===== src/rtl/pawk_pkg.sv =====
`timescale 1ns / 1ps
// Shared types, widths and codes for the polyline arc-length walker.
// No dependencies; every other file but pawk_ram imports this package.
package pawk_pkg;

	localparam int MAX_VERTICES = 1024;
	localparam int IDX_W        = $clog2(MAX_VERTICES);
	localparam int CNT_W        = IDX_W + 1;
	localparam int FRAC_W       = 16;
	localparam int COORD_W      = 20;
	localparam int DIFF_W       = COORD_W + 1;
	localparam int SQ_W         = 2 * DIFF_W;
	localparam int LEN_W        = SQ_W / 2;
	localparam int STEP_W       = 16;
	localparam int DIST_W       = STEP_W + FRAC_W;
	localparam int REM_W        = LEN_W + FRAC_W + 1;
	localparam int PROD_W       = DIFF_W + FRAC_W + 1;
	localparam int SQRT_STEPS   = SQ_W / 2;
	localparam int SQRT_CNT_W   = $clog2(SQRT_STEPS);
	localparam int DIV_CNT_W    = $clog2(DIST_W);

	localparam logic [STEP_W-1:0] STEP_RESET = STEP_W'(16);

	localparam logic [1:0] FUNC_CLEAR     = 2'd0;
	localparam logic [1:0] FUNC_APPEND    = 2'd1;
	localparam logic [1:0] FUNC_ADVANCE   = 2'd2;
	localparam logic [1:0] FUNC_RESET_POS = 2'd3;

	localparam logic [1:0] STATUS_OK   = 2'd0;
	localparam logic [1:0] STATUS_FULL = 2'd1;
	localparam logic [1:0] STATUS_FEW  = 2'd2;

	localparam logic [1:0] RD_SEL_I    = 2'd0;
	localparam logic [1:0] RD_SEL_NEXT = 2'd1;
	localparam logic [1:0] RD_SEL_ZERO = 2'd2;

	localparam logic DIV_SEL_QUOT = 1'b0;
	localparam logic DIV_SEL_MOD  = 1'b1;

	typedef struct packed {
		logic [1:0]                func;
		logic signed [COORD_W-1:0] point_x;
		logic signed [COORD_W-1:0] point_y;
	} in_item_t;

	typedef struct packed {
		logic signed [COORD_W-1:0] current_x;
		logic signed [COORD_W-1:0] current_y;
		logic [IDX_W-1:0]          segment_index;
		logic [FRAC_W-1:0]         segment_fraction;
		logic [1:0]                status;
	} out_item_t;

	typedef struct packed {
		logic       take;
		logic       clear_all;
		logic       append;
		logic       pos_zero;
		logic       status_we;
		logic [1:0] status_val;
		logic       rd_en;
		logic [1:0] rd_sel;
		logic       cap_a;
		logic       cap_b;
		logic       cap_v0;
		logic       diff;
		logic       square;
		logic       sqrt_start;
		logic       rem_calc;
		logic       div_start;
		logic       div_sel;
		logic       step_seg;
		logic       wrap;
		logic       pt_b;
		logic       pos_at_i;
		logic       mod_take;
		logic       mark_set;
		logic       frac_take;
		logic       lerp_mul;
		logic       lerp_fin;
		logic       adv_init;
		logic       out_load;
	} dp_cmd_t;

	typedef struct packed {
		logic [1:0] func;
		logic       cnt_ge1;
		logic       cnt_ge2;
		logic       cnt_full;
		logic       step_zero;
		logic       d_lt_rem;
		logic       i_last;
		logic       d_zero;
		logic       wrapped;
		logic       lap_zero;
		logic       sqrt_done;
		logic       div_done;
		logic       out_free;
	} dp_stat_t;

endpackage


===== src/rtl/pawk_ctrl.sv =====
`timescale 1ns / 1ps
// Controller: sequences each item through the datapath by command and status.
// Depends on pawk_pkg.
module pawk_ctrl import pawk_pkg::*; (
	input  logic     clk,
	input  logic     arst_n,
	input  logic     in_valid,
	output logic     in_stall,
	input  dp_stat_t stat,
	output dp_cmd_t  cmd
);

	typedef enum logic [4:0] {
		S_IDLE, S_DECODE, S_V0_RD, S_V0_CAP, S_RD_A, S_RD_B, S_CAP_B, S_DIFF,
		S_SQUARE, S_SQRT_GO, S_SQRT_WAIT, S_REM, S_CMP, S_DIV_WAIT, S_LERP_MUL,
		S_LERP_FIN, S_SEG_END, S_MOD_WAIT, S_MOD_END, S_EMIT
	} state_t;

	state_t state_q;

	always_ff @(posedge clk or negedge arst_n) begin
		if (!arst_n) begin
			state_q <= S_IDLE;
		end else begin
			case (state_q)
				S_IDLE: if (in_valid) state_q <= S_DECODE;
				S_DECODE: begin
					case (stat.func)
						FUNC_ADVANCE: state_q <= (stat.cnt_ge2 && !stat.step_zero)
							? S_RD_A : S_EMIT;
						FUNC_RESET_POS: state_q <= stat.cnt_ge1 ? S_V0_RD : S_EMIT;
						default: state_q <= S_EMIT;
					endcase
				end
				S_V0_RD:     state_q <= S_V0_CAP;
				S_V0_CAP:    state_q <= S_EMIT;
				S_RD_A:      state_q <= S_RD_B;
				S_RD_B:      state_q <= S_CAP_B;
				S_CAP_B:     state_q <= S_DIFF;
				S_DIFF:      state_q <= S_SQUARE;
				S_SQUARE:    state_q <= S_SQRT_GO;
				S_SQRT_GO:   state_q <= S_SQRT_WAIT;
				S_SQRT_WAIT: if (stat.sqrt_done) state_q <= S_REM;
				S_REM:       state_q <= S_CMP;
				S_CMP:       state_q <= stat.d_lt_rem ? S_DIV_WAIT : S_SEG_END;
				S_DIV_WAIT:  if (stat.div_done) state_q <= S_LERP_MUL;
				S_LERP_MUL:  state_q <= S_LERP_FIN;
				S_LERP_FIN:  state_q <= S_EMIT;
				S_SEG_END: begin
					if (stat.i_last) begin
						if (stat.d_zero) begin
							state_q <= S_EMIT;
						end else if (stat.wrapped) begin
							state_q <= stat.lap_zero ? S_V0_RD : S_MOD_WAIT;
						end else begin
							state_q <= S_RD_A;
						end
					end else begin
						state_q <= stat.d_zero ? S_EMIT : S_RD_A;
					end
				end
				S_MOD_WAIT: if (stat.div_done) state_q <= S_MOD_END;
				S_MOD_END:  state_q <= stat.d_zero ? S_EMIT : S_RD_A;
				S_EMIT:     if (stat.out_free) state_q <= S_IDLE;
				default:    state_q <= S_IDLE;
			endcase
		end
	end

	always_comb begin
		cmd = '0;
		case (state_q)
			S_IDLE: cmd.take = in_valid;
			S_DECODE: begin
				case (stat.func)
					FUNC_CLEAR: cmd.clear_all = 1'b1;
					FUNC_APPEND: begin
						if (stat.cnt_full) begin
							cmd.status_we  = 1'b1;
							cmd.status_val = STATUS_FULL;
						end else begin
							cmd.append = 1'b1;
						end
					end
					FUNC_ADVANCE: begin
						if (!stat.cnt_ge2) begin
							cmd.status_we  = 1'b1;
							cmd.status_val = STATUS_FEW;
						end else if (!stat.step_zero) begin
							cmd.adv_init = 1'b1;
						end
					end
					default: begin
						cmd.pos_zero = 1'b1;
						if (!stat.cnt_ge2) begin
							cmd.status_we  = 1'b1;
							cmd.status_val = STATUS_FEW;
						end
					end
				endcase
			end
			S_V0_RD: begin
				cmd.rd_en  = 1'b1;
				cmd.rd_sel = RD_SEL_ZERO;
			end
			S_V0_CAP: cmd.cap_v0 = 1'b1;
			S_RD_A: begin
				cmd.rd_en  = 1'b1;
				cmd.rd_sel = RD_SEL_I;
			end
			S_RD_B: begin
				cmd.rd_en  = 1'b1;
				cmd.rd_sel = RD_SEL_NEXT;
				cmd.cap_a  = 1'b1;
			end
			S_CAP_B:   cmd.cap_b = 1'b1;
			S_DIFF:    cmd.diff = 1'b1;
			S_SQUARE:  cmd.square = 1'b1;
			S_SQRT_GO: cmd.sqrt_start = 1'b1;
			S_REM:     cmd.rem_calc = 1'b1;
			S_CMP: begin
				if (stat.d_lt_rem) begin
					cmd.div_start = 1'b1;
					cmd.div_sel   = DIV_SEL_QUOT;
				end else begin
					cmd.step_seg = 1'b1;
				end
			end
			S_DIV_WAIT: cmd.frac_take = stat.div_done;
			S_LERP_MUL: cmd.lerp_mul = 1'b1;
			S_LERP_FIN: cmd.lerp_fin = 1'b1;
			S_SEG_END: begin
				if (stat.i_last) begin
					cmd.wrap = 1'b1;
					if (stat.d_zero) begin
						cmd.pt_b = 1'b1;
					end else if (stat.wrapped) begin
						if (!stat.lap_zero) begin
							cmd.div_start = 1'b1;
							cmd.div_sel   = DIV_SEL_MOD;
						end
					end else begin
						cmd.mark_set = 1'b1;
					end
				end else if (stat.d_zero) begin
					cmd.pos_at_i = 1'b1;
					cmd.pt_b     = 1'b1;
				end
			end
			S_MOD_WAIT: cmd.mod_take = stat.div_done;
			S_MOD_END: begin
				if (stat.d_zero) begin
					cmd.pt_b = 1'b1;
				end else begin
					cmd.mark_set = 1'b1;
				end
			end
			S_EMIT:  cmd.out_load = stat.out_free;
			default: cmd = '0;
		endcase
	end

	assign in_stall = state_q != S_IDLE;

endmodule


===== config.mk =====
export PLATFORM = sky130hd
export DESIGN_NAME = pawk_ctrl
export DESIGN_NICKNAME = d
export VERILOG_FILES = /design/src/rtl/pawk_pkg.sv /design/src/rtl/pawk_ctrl.sv
export SDC_FILE = /design/constraint.sdc
export NUM_CORES = 1
export LEC_CHECK = 0
export BUFFER_PORTS_ARGS = -buffer_cell sky130_fd_sc_hd__buf_2
export CAP_MARGIN = 20
export CORE_MARGIN = 2
export CORE_UTILIZATION = 44
export DETAILED_ROUTE_END_ITERATION = 8
export PLACE_DENSITY = 0.8
export SYNTH_ARGS = -nofsm -noshare
export SYNTH_HDL_FRONTEND = slang
export SYNTH_SLANG_ARGS = --single-unit

===== constraint.sdc =====
create_clock -name clk -period 2.2 [get_ports clk]
set_input_delay 0.44 -clock clk [delete_from_list [all_inputs] [get_ports clk]]
set_output_delay 0.44 -clock clk [all_outputs]
set_load 0.02 [all_outputs]

---- After elaboration in Yosys (flattened, before gate mapping) ----
Cells that the tools add are included.
cells by class
  order comparisons ....................... 0
  multipliers ............................. 0
  add/subtract/negate cells ............... 0
  reduce and logical (&&, ||, !) cells .... 8
  bitwise gates (word level) .............. 0
  shifts and indexed selects .............. 0
  div/mod/pow operators ................... 0
  equal/unequal tests ..................... 27
  mux-type cells .......................... 62
operators by type and width
  kind                                                                    count
  5-bit case mux with 19 select lines                                     1
  5-bit 2-to-1 mux                                                        13
  5-bit by 4-bit equality test with 1-bit output (second input constant)  8
  1-bit 2-to-1 mux                                                        33
  5-bit by 3-bit equality test with 1-bit output (second input constant)  4
  5-bit equality test (second input constant)                             4
  2-bit 2-to-1 mux                                                        6
  5-bit by 2-bit equality test with 1-bit output (second input constant)  2
  2-bit inequality test (second input constant)                           5
  5-bit case mux with 2 select lines                                      1
  3-bit case mux with 3 select lines                                      1
  3-bit 2-to-1 mux                                                        2
  6-bit 2-to-1 mux                                                        1
  3-bit case mux with 2 select lines                                      1
  5-bit by 1-bit equality test with 1-bit output (second input constant)  1
  5-bit zero test                                                         1
  5-bit AND reduction                                                     1
  5-bit nonzero test                                                      1
  2-bit equality test (second input constant)                             2
  1-bit case mux with 2 select lines                                      2
  2-bit case mux with 2 select lines                                      1
  3-bit OR reduction                                                      1
  2-bit by 1-bit equality test with 1-bit output (second input constant)  1
  2-bit zero test                                                         1
  other kinds (3)                                                         3
word-level totals
  memory bits (read-only) ................. 0
  output and inout bits ................... 31
  bits in latches ......................... 0
  memories ................................ 0
  RAM bits ................................ 0
  bits in registers ....................... 5
  bits of input ports ..................... 17
  logic and storage cells ................. 98

---- Longest topological paths before layout ----
Gate-level depths: netlist of the first run.
  depth after elaboration ................. 5
  depth in mapped cells ................... 7
  depth with buffers taken out ............ 5

---- Worst setup path after synthesis of the first run ----
No wires, ideal clock.
  kind .................................... reg-to-output
  from .................................... register state_q[4]
  to ...................................... output port cmd[25] in the netlist's numbering
  required time ........................... 1.760 ns
  buffers on the path ..................... 0
  arrival time ............................ 1.932 ns
  cell stages (with the launch flop) ...... 6
  path slack .............................. -0.172 ns
  cell sequence ........................... dfrtp_1 > nor3_1 > and2_1 > nand2_1 > nor3b_1 > or2_2
RTL lines
  element                   RTL line         source
  start: declaration        pawk_ctrl.sv:19  state_t state_q;
  start signal: assignment  pawk_ctrl.sv:29  FUNC_ADVANCE: state_q <= (stat.cnt_ge2 && !stat.step_zero)
  start signal: assignment  pawk_ctrl.sv:31  FUNC_RESET_POS: state_q <= stat.cnt_ge1 ? S_V0_RD : S_EMIT;
  start signal: assignment  pawk_ctrl.sv:45  S_CMP: state_q <= stat.d_lt_rem ? S_DIV_WAIT : S_SEG_END;
  end: declaration          pawk_ctrl.sv:10  output dp_cmd_t cmd

==> impl_metrics.ini, run 1 <==
[run_status]
status = finished, final reports clean

[sta]
tightestPinTransition_ns = 0.759
setup_ws_ns = 0.0650
max_freq_mhz = 468
finalHoldViolCount = 0
slew-limit-headroom = 0.481
drv_slew = 0
layout_min_cycle_time_ns = 2.14
min_period_over_period = 0.970
setup_viol = 0
rsz0062_at_grt = yes
clock_skew_ns = 0.00600
fin_setup_tns_ns = 0

[pwr]
power.internal_mw = 0.696
p_switching_mw = 0.837
pwr-share-seq = 0.147
clock_power_share = 0.067
netSwitchingFraction = 0.546
power_density_nw_per_um2 = 1230
p_comb_frac = 0.786
ir_drop_uv = 973
p_leak_nw = 0.603

[routing]
routed_wl_um = 3020
drtIter0Drc = 56
drt-pass1-iter-count = 4
drc = 0
vias = 1217
via_per_inst = 5.85
drt-wirelength-per-cell_um = 14.5
drtAntennaViolNets = 0

[logic_synthesis]
synth_area_um2 = 851
synth_top_cells_by_count = nor2_1, nand2_1, nor3_1
synth-edff-count = 0
ys_ff_latch = 5
synth_flop_cell = dfrtp_1
synthTopCellsByArea = dfrtp_1, nor2_1, nor3_1
async_flop_share = 1.00
ys_warn_count = 0
netlist.area_leader.share = 0.147
ys_types = 42
yosysMostFrequentCell = nor2_1
post_synth_inst_count = 131
yosysSeqAreaShare = 0.147
synth_nets = 148
synth_top_area_cell = dfrtp_1
avgSynthCellArea_um2 = 6.49

[finish]
largest-register = state_q
nets = 201
largest_register_ffs = 5
antennaDiodeCount = 0
largestRegisters = state_q (5)
syn_to_final_growth_pct = 46.0
drive_gt1_frac = 0.426

[job]
max_cap_violations = 0

[global_routing]
grt_pass1_vias = 1024
grtUsageTotal = 0.278
grt_max_degree = 20
grt_pass1_wl_um = 4510
use_met1 = 0.368
grt-busiest-layer = met2
overflow = 0
antenna_found_initial = 0
grt_use_met2 = 0.448
grt_use_met3 = 0.0264

[setup_path]
critical_path.max_fanout = 8
path_cells = buf_6 > nor2b_2 > and2_4 > nand2_1 > nor3b_2 > or2_2 > buf_2
ff2ff_path_depth = 5
crit_path_max_incr_delay_ns = 0.44
cpMaxStageDelayCell = dfrtp_2
startpoint_type = flop
setup.worst_path.class = flop to output pin
cp.required_ns = 1.76
critical_path.endpoint_type = output pin
arrival_ns = 1.70

[hold_path]
worst_hold_path_type = input pin to flop
hold_path_depth = 2

[cts]
clkTransAtPathRegs_ns = 0.04
cts_num_sinks = 5
cts_buffer_depth = 2
cts_buffers = 3
insertion_delay_ns = 0.24
cts.htree.levels = 1
root_buffer = clkbuf_4
cts_tree = built

[floorplan]
start_util = 0.482
core_area_um2 = 1760
die_y_um = 48.0
die_area_um2 = 2300
std_cell_rows = 15
io_pins = 48
die_width_um = 48.0

[placement]
preCtsSetupSlack_ns = 0.279
dpl.hpwl_um = 2370
gp_routability_congestion = 0.918
numPortBuffers = 47
==> worst paths after layout <==
check | slack [ns] | endpoint | from
setup / recovery | 0.06 | cmd[25] | state_q[2]
hold / removal | 0.54 | state_q[2] | stat[5]
setup reg to reg | 0.22 | state_q[3] | state_q[0]
hold reg to reg | 0.66 | state_q[3] | state_q[4]
max in group asynchronous | 1.50 | state_q[4] | arst_n
min in group asynchronous | 0.55 | state_q[1] | arst_n
==> placed cells by master, fill, tap and decap left out, drive strengths merged, types with 2 or more instances in the layout <==
cell / instances
buf: 58
nand3: 4
a22oi: 2
a211oi: 4
clkbuf: 4
nor2: 18
a21oi: 9
nor3b: 2
nor2b: 5
dfrtp: 5
and2: 2
and3: 3
nor4: 6
nor3: 12
or3b: 2
nand3b: 4
inv: 5
nand2: 14
o21ai: 3
a311oi: 2
==> stage by stage <==
step	util	cell area, µm²	power (mW)	hold WS, ns	instances
2_1_floorplan	-	862	0.990	0.144	131
3_3_place_gp	0.652	1150	1.32	0.254	202
3_5_place_dp	0.652	1150	1.33	0.253	202
4_1_cts	0.674	1190	1.45	0.520	207
5_1_grt	0.704	1240	1.66	0.544	208
6_report	0.704	1240	1.53	0.542	208
==> repair_timing <==
| action | in CTS | in global routing |
|---|---|---|
| endpoints found under the hold margin | 3 | 0 |
| pin swaps | 0 | 0 |
| gates cloned | 0 | 0 |
| setup buffers | 0 | 1 |
| hold buffers | 1 | 0 |
| gates resized for setup | 1 | 12 |
| setup endpoints to repair | 1 | 6 |
==> logic make-up (layout without fill, tap and decap cells) <==
logic type / count (synthesis) / count (layout) / share of synthesized area
flops: 5 / 5 / 0.147
compound gates: 31 / 31 / 0.266
simple gates: 77 / 77 / 0.479
buf+inv: 16 / 68 / 0.0853
xor+xnor: 1 / 1 / 0.0103
mux: 1 / 1 / 0.0118
==> worst max-delay path: cells and delay by family, from the launching register on <==
| kind | cells | cell delay (ns) |
|---|---|---|
| buffers and inverters | 2 | 0.30 |
| flip-flops | 1 | 0.44 |
| AND/OR/NAND/NOR | 5 | 0.71 |
==> power groups by stage <==
stage	clock network, mW	registers (mW)	logic [mW]
after floorplan	0	0.168	0.822
after global placement	0	0.203	1.12
after detailed placement	0	0.204	1.13
after CTS	0.107	0.204	1.14
after global routing	0.117	0.235	1.31
final	0.103	0.225	1.21
==> layout make-up <==
class	instances	area, µm²
Multi-Input combinational cell	110	706
Fill cell	166	522
Timing Repair Buffer	59	332
Sequential cell	5	129
Tap cell	25	31.3
Clock buffer	4	26.3
Inverter	5	18.8
==> per-layer routing <==
metal | routed length (µm) | share of wire
met1 | 1170 | 0.39
met2 | 1430 | 0.47
met3 | 354 | 0.12
met4 | 66 | 0.022
met5 | 0 | 0
(Power assumes the default switching activity.)
==> run 2, diff against run 1 <==
==> constraint.sdc (replaced) <==
create_clock -name clk -period 2.2 [get_ports clk]
set_input_delay 0.44 -clock clk [delete_from_list [all_inputs] [get_ports clk]]
set_output_delay 0.44 -clock clk [all_outputs]
set_load 0.05 [all_outputs]
==> run 2 against run 1 <==
Worst hold slack got worse by 0.0046 ns. Core utilization increased by 6.3 points. Sequential share of layout area decreased by 0.85 points. Cell count decreased by 0.48%. Worst setup slack got worse by 0.026 ns. Combinational power increased by 22%. Largest cell class unchanged.
==> impl_metrics.ini, run 2 (synthesis gave the netlist of run 1 again) <==
[finish]
drive_gt1_frac = 0.489
largestRegisters = state_q (5)
fill_cells = 152
final_cell_area_um2 = 1350
layout_common_cells = buf_2, nor2_1, nand2_1, buf_4, a21oi_1
nets = 200
antennaDiodeCount = 0
multi_input_area_um2 = 810
layout.cells.non_filler = 207
final_common_cell = buf_2
largest_register_ffs = 5
syn_to_final_growth_pct = 59.1
largest-register = state_q
register_area_um2 = 129

[routing]
drtIter0Drc = 33
drt-pass1-iter-count = 4
drc = 0
drtAntennaViolNets = 0
vias = 1216
drt-wirelength-per-cell_um = 14.0
routed_wl_um = 2900
via_per_inst = 5.87

[pwr]
clock_power_share = 0.058
ir_drop_uv = 1100
p_comb_frac = 0.819
netSwitchingFraction = 0.600
p_leak_nw = 0.614
pwr-share-seq = 0.123
power_density_nw_per_um2 = 1330
power.internal_mw = 0.722
p_switching_mw = 1.08

[setup_path]
critical_path.endpoint_type = output pin
startpoint_type = flop
arrival_ns = 1.72
cp.required_ns = 1.76
critical_path.max_fanout = 12
setup.worst_path.class = flop to output pin
ff2ff_path_depth = 6

[sta]
clock_skew_ns = 0.00383
setup_viol = 0
tightestPinTransition_ns = 0.642
layout_min_cycle_time_ns = 2.16
finalHoldViolCount = 0
drv_slew = 0
slew-limit-headroom = 0.561
fin_setup_tns_ns = 0
holdWs_ns = 0.538
min_period_over_period = 0.982
rsz0062_at_grt = yes
setup_ws_ns = 0.0387
max_freq_mhz = 463

[cts]
cts_buffer_depth = 2
cts_tree = built
cts_num_sinks = 5
root_buffer = clkbuf_4
cts_buffers = 3
clkTransAtPathRegs_ns = 0.04
insertion_delay_ns = 0.24
cts.htree.levels = 1

[global_routing]
grtUsageTotal = 0.266
antenna_found_initial = 0
grt_pass1_wl_um = 4330
overflow = 0
grt_pass1_vias = 978
grt_max_degree = 20

[floorplan]
die_y_um = 48.0
io_pins = 48
core_area_um2 = 1760
start_util = 0.482
die_area_um2 = 2300
die_width_um = 48.0
std_cell_rows = 15

[placement]
dp_cells = 201
dpl_cell_area_um2 = 1260
gp_routability_congestion = 0.872
preCtsSetupSlack_ns = 0.141
dpl.hpwl_um = 2240
numPortBuffers = 47

[run_status]
status = finished, final reports clean

[hold_path]
worst_hold_path_type = input pin to async pin

[job]
max_cap_violations = 0
run 2: changes by cell type in the layout (fill, tap and decap cells not counted), moves of 2 or more:
cell,change
buf_2,-6
buf_4,+3
nor3_4,+3
nor4_4,+2
clkbuf_4,+2
nor4_1,-3
nor3_2,+3
nor3_1,-6
run 2: worst max-delay path, cell delays in order (launching register included):
cell	delay [ns]
dfrtp_1	0.44
buf_4	0.21
inv_1	0.10
nand2_1	0.24
nor3_4	0.22
buf_2	0.28
run 2: area by class of cell:
| cell class | count | share of cell area |
|---|---|---|
| inverter | 5 | 0.0139 |
| tap | 25 | 0.0231 |
| clock buffer | 4 | 0.0194 |
| sequential | 5 | 0.0952 |
| multi-input combinational | 110 | 0.598 |
| timing repair buffer | 58 | 0.250 |
run 2: timing repair:
item / 4_1_cts / 5_1_grt
buffers inserted: 0 / 1
hold endpoints to repair: 5 / 0
setup endpoints to repair: 5 / 10
resized for setup: 5 / 13
pin swaps: 0 / 1
hold buffers: 1 / 0
cloned: 0 / 0
run 2: per-stage QoR:
step	power, mW	utilization
floorplan	1.29	-
global placement	1.59	0.716
finish	1.81	0.767
CTS	1.73	0.742
global route	1.94	0.767
detailed placement	1.61	0.716
run 2: worst paths after layout:
check,slack [ns],start,end
worst max-delay path,0.04,state_q[4],cmd[17]
worst min-delay path,0.54,arst_n,state_q[4]
worst max register to register,0.32,state_q[1],state_q[4]
worst min register to register,0.75,state_q[1],state_q[3]
max in group asynchronous,1.52,arst_n,state_q[0]
min in group clk,0.58,stat[5],state_q[2]
run 2: power groups by stage:
stage          clock network, mW  registers, mW  logic, mW
2_1_floorplan                  0          0.171       1.11
3_3_place_gp                   0          0.203       1.39
3_5_place_dp                   0          0.206       1.40
4_1_cts                    0.111          0.210       1.41
5_1_grt                    0.119          0.231       1.59
6_report                   0.104          0.222       1.48
run 2: metal layers:
metal  share of wire  track usage  up-vias
met5               0            0        -
met4          0.0059        0.114        0
met3           0.069       0.0491        2
met2            0.52        0.400       59
met1            0.41        0.372      564
li1                -            -      591
==> run 3, diff against run 2 <==
--- a/config.mk
+++ b/config.mk
@@ -7,10 +7,12 @@
 export LEC_CHECK = 0
 export BUFFER_PORTS_ARGS = -buffer_cell sky130_fd_sc_hd__buf_2
 export CAP_MARGIN = 20
+export CELL_PAD_IN_SITES_DETAIL_PLACEMENT = 0
+export CELL_PAD_IN_SITES_GLOBAL_PLACEMENT = 1
 export CORE_MARGIN = 2
-export CORE_UTILIZATION = 44
+export CORE_UTILIZATION = 28
 export DETAILED_ROUTE_END_ITERATION = 8
-export PLACE_DENSITY = 0.8
+export PLACE_DENSITY_LB_ADDON = 0.1
 export SYNTH_ARGS = -nofsm -noshare
 export SYNTH_HDL_FRONTEND = slang
 export SYNTH_SLANG_ARGS = --single-unit
==> run 3 against run 2 <==
Highest routed layer unchanged. Global-route usage decreased by 9.2 points. Worst setup slack improved by 0.050 ns. Clock skew is 0.0013 ns lower. Cell area increased by 3.0%. Sequential power down 15%. Critical path type unchanged. Critical path depth decreased by 1.
==> impl_metrics.ini, run 3 (synthesis gave the netlist of run 1 again) <==
[floorplan]
die_width_um = 59.1
io_pins = 48
die_y_um = 59.1
start_util = 0.286
std_cell_rows = 20
die_area_um2 = 3500
core_area_um2 = 2980

[placement]
dpl.hpwl_um = 2390
dp_cells = 213
gp_routability_congestion = 0.831
preCtsSetupSlack_ns = 0.252
numPortBuffers = 47
dpl_cell_area_um2 = 1320

[job]
max_cap_violations = 0

[setup_path]
critical_path.endpoint_type = output pin
path_cells = buf_6 > nand2_1 > nor3_2 > buf_2
cp.required_ns = 1.76
setup.worst_path.class = flop to output pin
crit_path_max_incr_delay_ns = 0.46
cpMaxStageDelayCell = dfrtp_1
arrival_ns = 1.67
startpoint_type = flop
critical_path.max_fanout = 19
critPathTopFamily = buffers and inverters
path_buf_inv = 2

[cts]
cts_buffer_depth = 2
cts_num_sinks = 5
clkTransAtPathRegs_ns = 0.04
insertion_delay_ns = 0.25
cts_tree = built
cts.htree.levels = 1
cts_buffers = 3
root_buffer = clkbuf_4

[routing]
drc = 0
drtAntennaViolNets = 0
via_per_inst = 5.37
routed_wl_um = 3070
drtIter0Drc = 36
drt-pass1-iter-count = 4
drt-wirelength-per-cell_um = 14.0
vias = 1175

[pwr]
finalPower_mw = 1.88
pwr-share-seq = 0.101
p_comb_frac = 0.841
p_switching_mw = 1.11
power.internal_mw = 0.772
clock_power_share = 0.058
ir_drop_uv = 602
p_leak_nw = 0.640
netSwitchingFraction = 0.589
power_density_nw_per_um2 = 1350

[sta]
holdWs_ns = 0.536
slew-limit-headroom = 0.684
max_freq_mhz = 474
clock_skew_ns = 0.00257
rsz0062_at_grt = no
setup_ws_ns = 0.0890
fin_setup_tns_ns = 0
tightestPinTransition_ns = 0.462
finalHoldViolCount = 0
min_period_over_period = 0.960
setup_viol = 0
drv_slew = 0
layout_min_cycle_time_ns = 2.11

[global_routing]
overflow = 0
grt_pass1_vias = 1001
grt_max_degree = 24
antenna_found_initial = 0
grt_pass1_wl_um = 4680
grtUsageTotal = 0.174

[finish]
syn_to_final_growth_pct = 64.0
final_cell_area_um2 = 1400
largestRegisters = state_q (5)
largest_register_ffs = 5
layout.cells.non_filler = 219
drive_gt1_frac = 0.489
final_common_cell = buf_2
largest-register = state_q
fill_cells = 335
antennaDiodeCount = 0
fin_util = 0.468
nets = 204
layout_common_cells = buf_2, nor2_1, buf_4

[hold_path]
worst_hold_path_type = input pin to async pin

[run_status]
status = finished, final reports clean
-- run 3: cell types whose count changed in the layout (fill, tap and decap cells not counted), sizes merged --
cell,before,now
buf,55,60
clkbuf,6,5
-- run 3: final timing paths --
path / start / end / slack (ns) / cells after the start
hold reg to reg: state_q[3] / state_q[4] / 0.75 / 2
setup reg to reg: state_q[1] / state_q[4] / 0.38 / 6
setup / recovery: state_q[2] / cmd[10] / 0.09 / 4
max in group asynchronous: arst_n / state_q[4] / 1.52 / 2
hold / removal: arst_n / state_q[2] / 0.54 / 2
min in group clk: stat[5] / state_q[2] / 0.55 / 2
-- run 3: repair_timing --
item,CTS,global route
pin swaps,0,0
endpoints found under the setup margin,2,9
resized for setup,2,10
setup buffers,0,1
hold buffers,1,0
hold endpoints to repair,2,0
-- run 3: power by group through the flow --
stage / clock network (mW) / logic, mW / registers (mW)
floorplan: 0 / 1.11 / 0.171
global placement: 0 / 1.52 / 0.184
detailed placement: 0 / 1.52 / 0.185
CTS: 0.111 / 1.53 / 0.184
global route: 0.116 / 1.70 / 0.196
finish: 0.109 / 1.58 / 0.189
-- run 3: layout make-up --
class,instances,area [µm²],area share
inverters,5,18.8,0.0135
repair buffers,62,378,0.271
multi-input cells,110,805,0.577
well taps,33,41.3,0.0296
flip-flops and latches,5,126,0.0906
clock buffers,4,26.3,0.0188
-- run 3: layer usage --
metal / share of wire / vias to the layer above / track usage
li1: - / 598 / -
met1: 0.46 / 536 / 0.229
met2: 0.48 / 39 / 0.308
met3: 0.045 / 2 / 0.0153
met4: 0.0062 / 0 / 0.0390
met5: 0 / - / 0
